==> src/rtl/core/slc_pkg.sv <==
`timescale 1ns / 1ps
// Shared types and constants of the sharded LRU cache with admission filter.
// No dependencies.
package slc_pkg;

    localparam int unsigned KEY_W    = 64;
    localparam int unsigned TIME_W   = 32;
    localparam int unsigned SIZE_W   = 24;
    localparam int unsigned REF_W    = 32;
    localparam int unsigned HITS_W   = 8;
    localparam int unsigned TOK_W    = 8;
    localparam int unsigned AGE_W    = 16;
    localparam int unsigned IDX_W    = 7;
    localparam int unsigned CFG_IW   = 2;
    localparam int unsigned CFG_DW   = 24;
    localparam int unsigned IN_DW    = 184;
    localparam int unsigned OUT_DW   = 56;

    localparam int unsigned DEF_SLOTS  = 8;
    localparam int unsigned DEF_SHARDS = 16;

    localparam logic [AGE_W-1:0]  RST_MAX_AGE   = 16'd60;
    localparam logic [TOK_W-1:0]  RST_IPS       = 8'd16;
    localparam logic [SIZE_W-1:0] RST_MAX_BYTES = 24'd1048576;
    localparam logic [HITS_W-1:0] ADMIT_HITS    = 8'd2;
    localparam logic [HITS_W-1:0] HITS_MAX      = 8'd255;

    typedef enum logic [CFG_IW-1:0] {
        REG_MAX_AGE   = 2'd0,
        REG_IPS       = 2'd1,
        REG_MAX_BYTES = 2'd2
    } t_reg;

    typedef enum logic [2:0] {
        ST_HIT      = 3'd0,
        ST_MISS     = 3'd1,
        ST_INSERT   = 3'd2,
        ST_THROTTLE = 3'd3,
        ST_NOADMIT  = 3'd4,
        ST_SIZE     = 3'd5
    } t_status;

    typedef struct packed {
        logic [KEY_W-1:0]  key;
        logic [TIME_W-1:0] mtime;
        logic [TIME_W-1:0] atime;
        logic [REF_W-1:0]  pref;
        logic [SIZE_W-1:0] size;
    } t_entry;

    typedef struct packed {
        logic [KEY_W-1:0]  key;
        logic [HITS_W-1:0] hits;
        logic [TIME_W-1:0] atime;
    } t_cand;

    typedef struct packed {
        logic             e_hit;
        logic [IDX_W-1:0] e_hit_idx;
        logic [IDX_W-1:0] e_idx;
        logic             c_match;
        logic [IDX_W-1:0] c_idx;
    } t_pick;

endpackage

==> src/rtl/core/slc_pick.sv <==
`timescale 1ns / 1ps
// Slot selection for one shard row: lowest hit, first free or least recently
// used entry, and the lowest candidate that matches or is free, else the oldest. Uses slc_pkg.
module slc_pick #(
    parameter int unsigned SLOTS = slc_pkg::DEF_SLOTS
) (
    input  logic [SLOTS-1:0]                     i_ev,
    input  logic [SLOTS-1:0]                     i_ehit,
    input  logic [slc_pkg::TIME_W-1:0]           i_eatime [SLOTS],
    input  logic [2*SLOTS-1:0]                   i_cv,
    input  logic [2*SLOTS-1:0]                   i_cmatch,
    input  logic [slc_pkg::TIME_W-1:0]           i_catime [2*SLOTS],
    output slc_pkg::t_pick                       o_pick
);
    import slc_pkg::*;

    localparam int unsigned CANDS = 2 * SLOTS;
    localparam int unsigned EL    = $clog2(SLOTS);
    localparam int unsigned EP    = 1 << EL;
    localparam int unsigned CL    = $clog2(CANDS);
    localparam int unsigned CP    = 1 << CL;

    logic [TIME_W-1:0] w_ev_t [EL+1][EP];
    logic [IDX_W-1:0]  w_ei_t [EL+1][EP];
    logic              w_eo_t [EL+1][EP];
    logic [TIME_W-1:0] w_cv_t [CL+1][CP];
    logic [IDX_W-1:0]  w_ci_t [CL+1][CP];
    logic              w_co_t [CL+1][CP];

    always_comb begin
        for (int l = 0; l <= EL; l++) begin
            for (int k = 0; k < EP; k++) begin
                w_ev_t[l][k] = '0;
                w_ei_t[l][k] = '0;
                w_eo_t[l][k] = 1'b0;
            end
        end
        for (int k = 0; k < SLOTS; k++) begin
            w_ev_t[0][k] = i_eatime[k];
            w_ei_t[0][k] = IDX_W'(k);
            w_eo_t[0][k] = 1'b1;
        end
        for (int l = 0; l < EL; l++) begin
            for (int k = 0; k < (EP >> (l + 1)); k++) begin
                if (w_eo_t[l][2*k+1] && (!w_eo_t[l][2*k] ||
                        w_ev_t[l][2*k+1] < w_ev_t[l][2*k])) begin
                    w_ev_t[l+1][k] = w_ev_t[l][2*k+1];
                    w_ei_t[l+1][k] = w_ei_t[l][2*k+1];
                end else begin
                    w_ev_t[l+1][k] = w_ev_t[l][2*k];
                    w_ei_t[l+1][k] = w_ei_t[l][2*k];
                end
                w_eo_t[l+1][k] = w_eo_t[l][2*k] | w_eo_t[l][2*k+1];
            end
        end
    end

    always_comb begin
        for (int l = 0; l <= CL; l++) begin
            for (int k = 0; k < CP; k++) begin
                w_cv_t[l][k] = '0;
                w_ci_t[l][k] = '0;
                w_co_t[l][k] = 1'b0;
            end
        end
        for (int k = 0; k < CANDS; k++) begin
            w_cv_t[0][k] = i_catime[k];
            w_ci_t[0][k] = IDX_W'(k);
            w_co_t[0][k] = 1'b1;
        end
        for (int l = 0; l < CL; l++) begin
            for (int k = 0; k < (CP >> (l + 1)); k++) begin
                if (w_co_t[l][2*k+1] && (!w_co_t[l][2*k] ||
                        w_cv_t[l][2*k+1] < w_cv_t[l][2*k])) begin
                    w_cv_t[l+1][k] = w_cv_t[l][2*k+1];
                    w_ci_t[l+1][k] = w_ci_t[l][2*k+1];
                end else begin
                    w_cv_t[l+1][k] = w_cv_t[l][2*k];
                    w_ci_t[l+1][k] = w_ci_t[l][2*k];
                end
                w_co_t[l+1][k] = w_co_t[l][2*k] | w_co_t[l][2*k+1];
            end
        end
    end

    always_comb begin
        logic e_found;
        logic c_found;
        o_pick   = '0;
        e_found  = 1'b0;
        c_found  = 1'b0;
        for (int i = SLOTS - 1; i >= 0; i--) begin
            if (i_ehit[i]) begin
                o_pick.e_hit     = 1'b1;
                o_pick.e_hit_idx = IDX_W'(i);
            end
        end
        o_pick.e_idx = w_ei_t[EL][0];
        for (int i = SLOTS - 1; i >= 0; i--) begin
            if (!i_ev[i]) begin
                e_found      = 1'b1;
                o_pick.e_idx = IDX_W'(i);
            end
        end
        o_pick.c_idx = w_ci_t[CL][0];
        for (int j = CANDS - 1; j >= 0; j--) begin
            if (!i_cv[j] || i_cmatch[j]) begin
                c_found        = 1'b1;
                o_pick.c_idx   = IDX_W'(j);
                o_pick.c_match = i_cmatch[j];
            end
        end
        if (!c_found) begin
            o_pick.c_match = 1'b0;
        end
        if (!e_found) begin
            o_pick.e_idx = w_ei_t[EL][0];
        end
    end

endmodule

==> config.mk <==
export PLATFORM = sky130hd
export DESIGN_NAME = slc_pick
export DESIGN_NICKNAME = d
export VERILOG_FILES = /design/src/rtl/core/slc_pkg.sv /design/src/rtl/core/slc_pick.sv
export SDC_FILE = /design/constraint.sdc
export NUM_CORES = 2
export LEC_CHECK = 0
export BUFFER_PORTS_ARGS = -buffer_cell sky130_fd_sc_hd__buf_2
export CAP_MARGIN = 20
export CELL_PAD_IN_SITES_DETAIL_PLACEMENT = 0
export CELL_PAD_IN_SITES_GLOBAL_PLACEMENT = 2
export CORE_AREA = 2 2 331 333
export DETAILED_ROUTE_END_ITERATION = 16
export DIE_AREA = 0 0 333 335
export PLACE_DENSITY_LB_ADDON = 0.1
export SYNTH_ARGS = -nofsm -noshare
export SYNTH_HDL_FRONTEND = slang
export SYNTH_SLANG_ARGS = --single-unit
==> constraint.sdc <==
create_clock -name vclk -period 17.8
set_input_delay 3.56 -clock vclk [all_inputs]
set_output_delay 3.56 -clock vclk [all_outputs]
set_load 0.01 [all_outputs]
==> qor_table.md <==
| Quantity | Reported | Unit |
| --- | --- | --- |
| Post-CTS Hold Buffers | 0 | - |
| Instance count after placement with tap cells included | 5,635 | - |
| Seq Cell Count | 0 | - |
| ANT nets after route | 0 | - |
| Final max-slew violation count | 0 | - |
| Grt total ovfl | 0 | - |
| # rows | 121 | - |
| Final routed wire length divided by cell count | 21.8 | um |
| Number of vias after detailed routing | 27,100 | - |
| Layout cell share with drive strength beyond 1 | 26.3 | % |
| Portion of the post-synthesis area used by sequential elements | 0 | % |
| Die Width | 333 | um |
| Period utilization | 96.7 | % |
| Hold Violations, Final | 0 | - |
| Synthesis-to-layout area growth | 26.9 | % |
| Number of warnings reported in the yosys synthesis log | 0 | - |
| Biggest fanout along the worst timing path | 43 | - |
| Path type of the worst setup path | in2out | - |
| Post-detailed-route DRC marker count | 0 | - |
| Routed via count divided by cell count | 4.76 | - |
| Area share of the largest cell type after synthesis | 34.2 | % |
| Detailed-routing iteration count for the pre-antenna-repair pass | 5 | - |
| GR Util All Layers | 21.1 | % |
| Pin count of the biggest net entering global routing | 44 | - |
| Slack of the critical path | 0.585 | ns |
| Worst Setup Slack post-DPL | 0.116 | ns |
| Reg area | 0 | um^2 |
| Max-slew headroom | 36.4 | % |
| Clock period minus final worst setup slack | 17.22 | ns |
| Cell with the largest stage delay on the worst path | or4b_2 | - |
| Post-detailed-placement half-perimeter wirelength | 116 | mm |
| Crit path largest cell delay | 0.66 | ns |
| Required time at the worst-slack endpoint | 14.24 | ns |
| Final estimated routing congestion in global placement | 0.846 | - |
| Post-Syn Area | 24,800 | um^2 |
| # port buffers | 828 | - |
| CP dominant cell by count | a21o_1 | - |
| Type of the most critical hold path | in2out | - |
| Height of the chip | 335 | um |
| Vias in the first global route | 27,200 | - |
| Static leakage | 0.0179 | uW |
| Number of cells traversed by the worst hold path | 3 | - |
| Final setup viols | 0 | - |
| Run status | complete, no violations | - |
| Area inside the core boundary | 108,000 | um^2 |
| Areal power density over the cells | 65.8 | nW/um^2 |
| Number of antenna violations at the first check in global routing | 76 | - |
| Number of cells in the finished layout apart from fillers | 5,683 | - |
| Fill cell instance count of the final layout | 12,200 | - |
| Max Clk Rate | 58.1 | MHz |
| First-pass GRT wire length | 177 | mm |
| Effective utilization at floorplan | 22.9 | % |
| Final Core Density | 29.1 | % |
| Starting DRT DRC Count | 1,105 | - |
| # nets final | 5,732 | - |
| Clock buffer cells | 0 | - |
| Peak ir drop on the vdd network | 44.1 | uV |
| Die area | 112,000 | um^2 |
| MaxCap Viol Count | 0 | - |
| Library cell occupying the most area in the post-synthesis netlist | ha_1 | - |
| Average cell area after synthesis | 7.27 | um^2 |
| Number of distinct standard cells referenced by the synthesized netlist | 79 | - |
| Arrival @ worst endpoint | 13.66 | ns |
| Drt total wl | 124 | mm |
| Top cells by area, synth | ha_1 34%, mux2i_1 12%, inv_1 7.9% | - |
| Synth Instances | 3,407 | - |
| Setup repair after global routing missed its margin | no | - |
| Pin slew with the least headroom to its limit | 0.951 | ns |
| Crit end category | output pin | - |
| I/O pins | 839 | - |
| Total negative slack | 0 | ns |
| Type of element launching the critical path | primary input | - |
[per-stage QoR]
step	cell area, um^2	power [uW]	hold WS (ns)
finish	31400	2070	7.39
global route	31400	2330	7.40
CTS	31100	2070	7.39
detailed placement	31100	2060	7.39
global placement	31100	2080	7.40
floorplan	24800	1310	7.17
[per-layer routing]
metal  share of wire [%]  wire (um)  global-route usage, %  vias up
met4                 1.7       2100                   3.79       50
li1                    -          -                      -    14100
met2                  51      62900                   39.6      622
met3                 4.8       5990                   3.43      134
met1                  42      52600                   25.3    12100
met5                0.24        300                      0        -
[cells in the mapped netlist (5+ instances only)]
cell,count
ha_1,677
inv_1,519
a21oi_1,320
mux2i_1,288
nor2_1,217
nand2_1,216
o21ai_0,216
a21o_1,134
mux2_2,127
nand4_1,95
clkbuf_1,68
nand3_1,46
nor3_1,39
a211oi_1,37
nor2b_1,34
o31a_1,31
o211ai_1,24
and4_1,22
a211o_1,18
nand2b_1,18
buf_1,16
o21a_1,16
buf_4,15
nor4_1,14
a221oi_1,13
a31oi_1,13
a21oi_2,10
a2111oi_0,9
o211a_1,9
a221o_1,8
and2_1,8
and3_1,8
a21boi_0,7
o21bai_1,7
a41oi_1,6
or2_2,6
a31o_2,5
o2111a_1,5
o31ai_1,5
[worst paths after layout]
check / from / to / slack (ns)
worst max-delay path: i_catime[129] / o_pick[1] / 0.58
worst min-delay path: i_ehit[0] / o_pick[15] / 7.39
[layout make-up]
cell class / count / area, um^2 / area share (%)
Antenna cell: 32 / 80.1 / 0.255
Inverter: 519 / 1950 / 6.20
Multi-Input combinational cell: 2796 / 22700 / 72.1
Tap cell: 1414 / 1770 / 5.63
Timing Repair Buffer: 922 / 4960 / 15.8
[logic make-up after synthesis]
kind of cell / count (synthesis) / share of synthesized area (%)
mux: 415 / 17.4
simple gates: 743 / 14.3
fa+ha+maj: 678 / 34.3
xor+xnor: 1 / 0.0354
buf+inv: 622 / 9.68
other cells: 1 / 0.0151
compound gates: 947 / 24.3
[layout by cell type, fill, tap and decap left out, types with 10 or more instances in the layout]
master,synthesis,final
buf_2,4,828
ha_1,677,677
inv_1,519,519
a21oi_1,320,313
mux2i_1,288,283
nand2_1,216,214
nor2_1,217,214
o21ai_0,216,213
a21o_1,134,134
mux2_2,127,127
nand4_1,95,95
buf_4,15,83
nand3_1,46,45
nor3_1,39,37
a211oi_1,37,36
nor2b_1,34,34
diode_2,0,32
o31a_1,31,31
o211ai_1,24,24
and4_1,22,22
a211o_1,18,18
nand2b_1,18,18
o21a_1,16,15
a21oi_2,10,15
nor4_1,14,13
a31oi_1,13,12
conb_1,1,11
a221oi_1,13,10
[power breakdown]
| part | switching (uW) | internal [uW] |
|---|---|---|
| clock | 0 | 0.000242 |
| combinational | 1200 | 862 |
| sequential | 0 | 0 |
[critical path: cells and delay by family]
| family | cells | cell delay [ns] |
|---|---|---|
| AOI/OAI and AO/OA | 27 | 5.68 |
| and+or+nand+nor | 5 | 1.44 |
| adders and majority gates | 4 | 1.20 |
| buffers and inverters | 6 | 1.03 |
| muxes | 2 | 0.69 |
[timing repair]
item / 4_1_cts / 5_1_grt
resized for setup: 0 / 30
buffers inserted: 0 / 15
setup endpoints to repair: 0 / 4
Note: power is estimated with default switching activity, not from simulation.
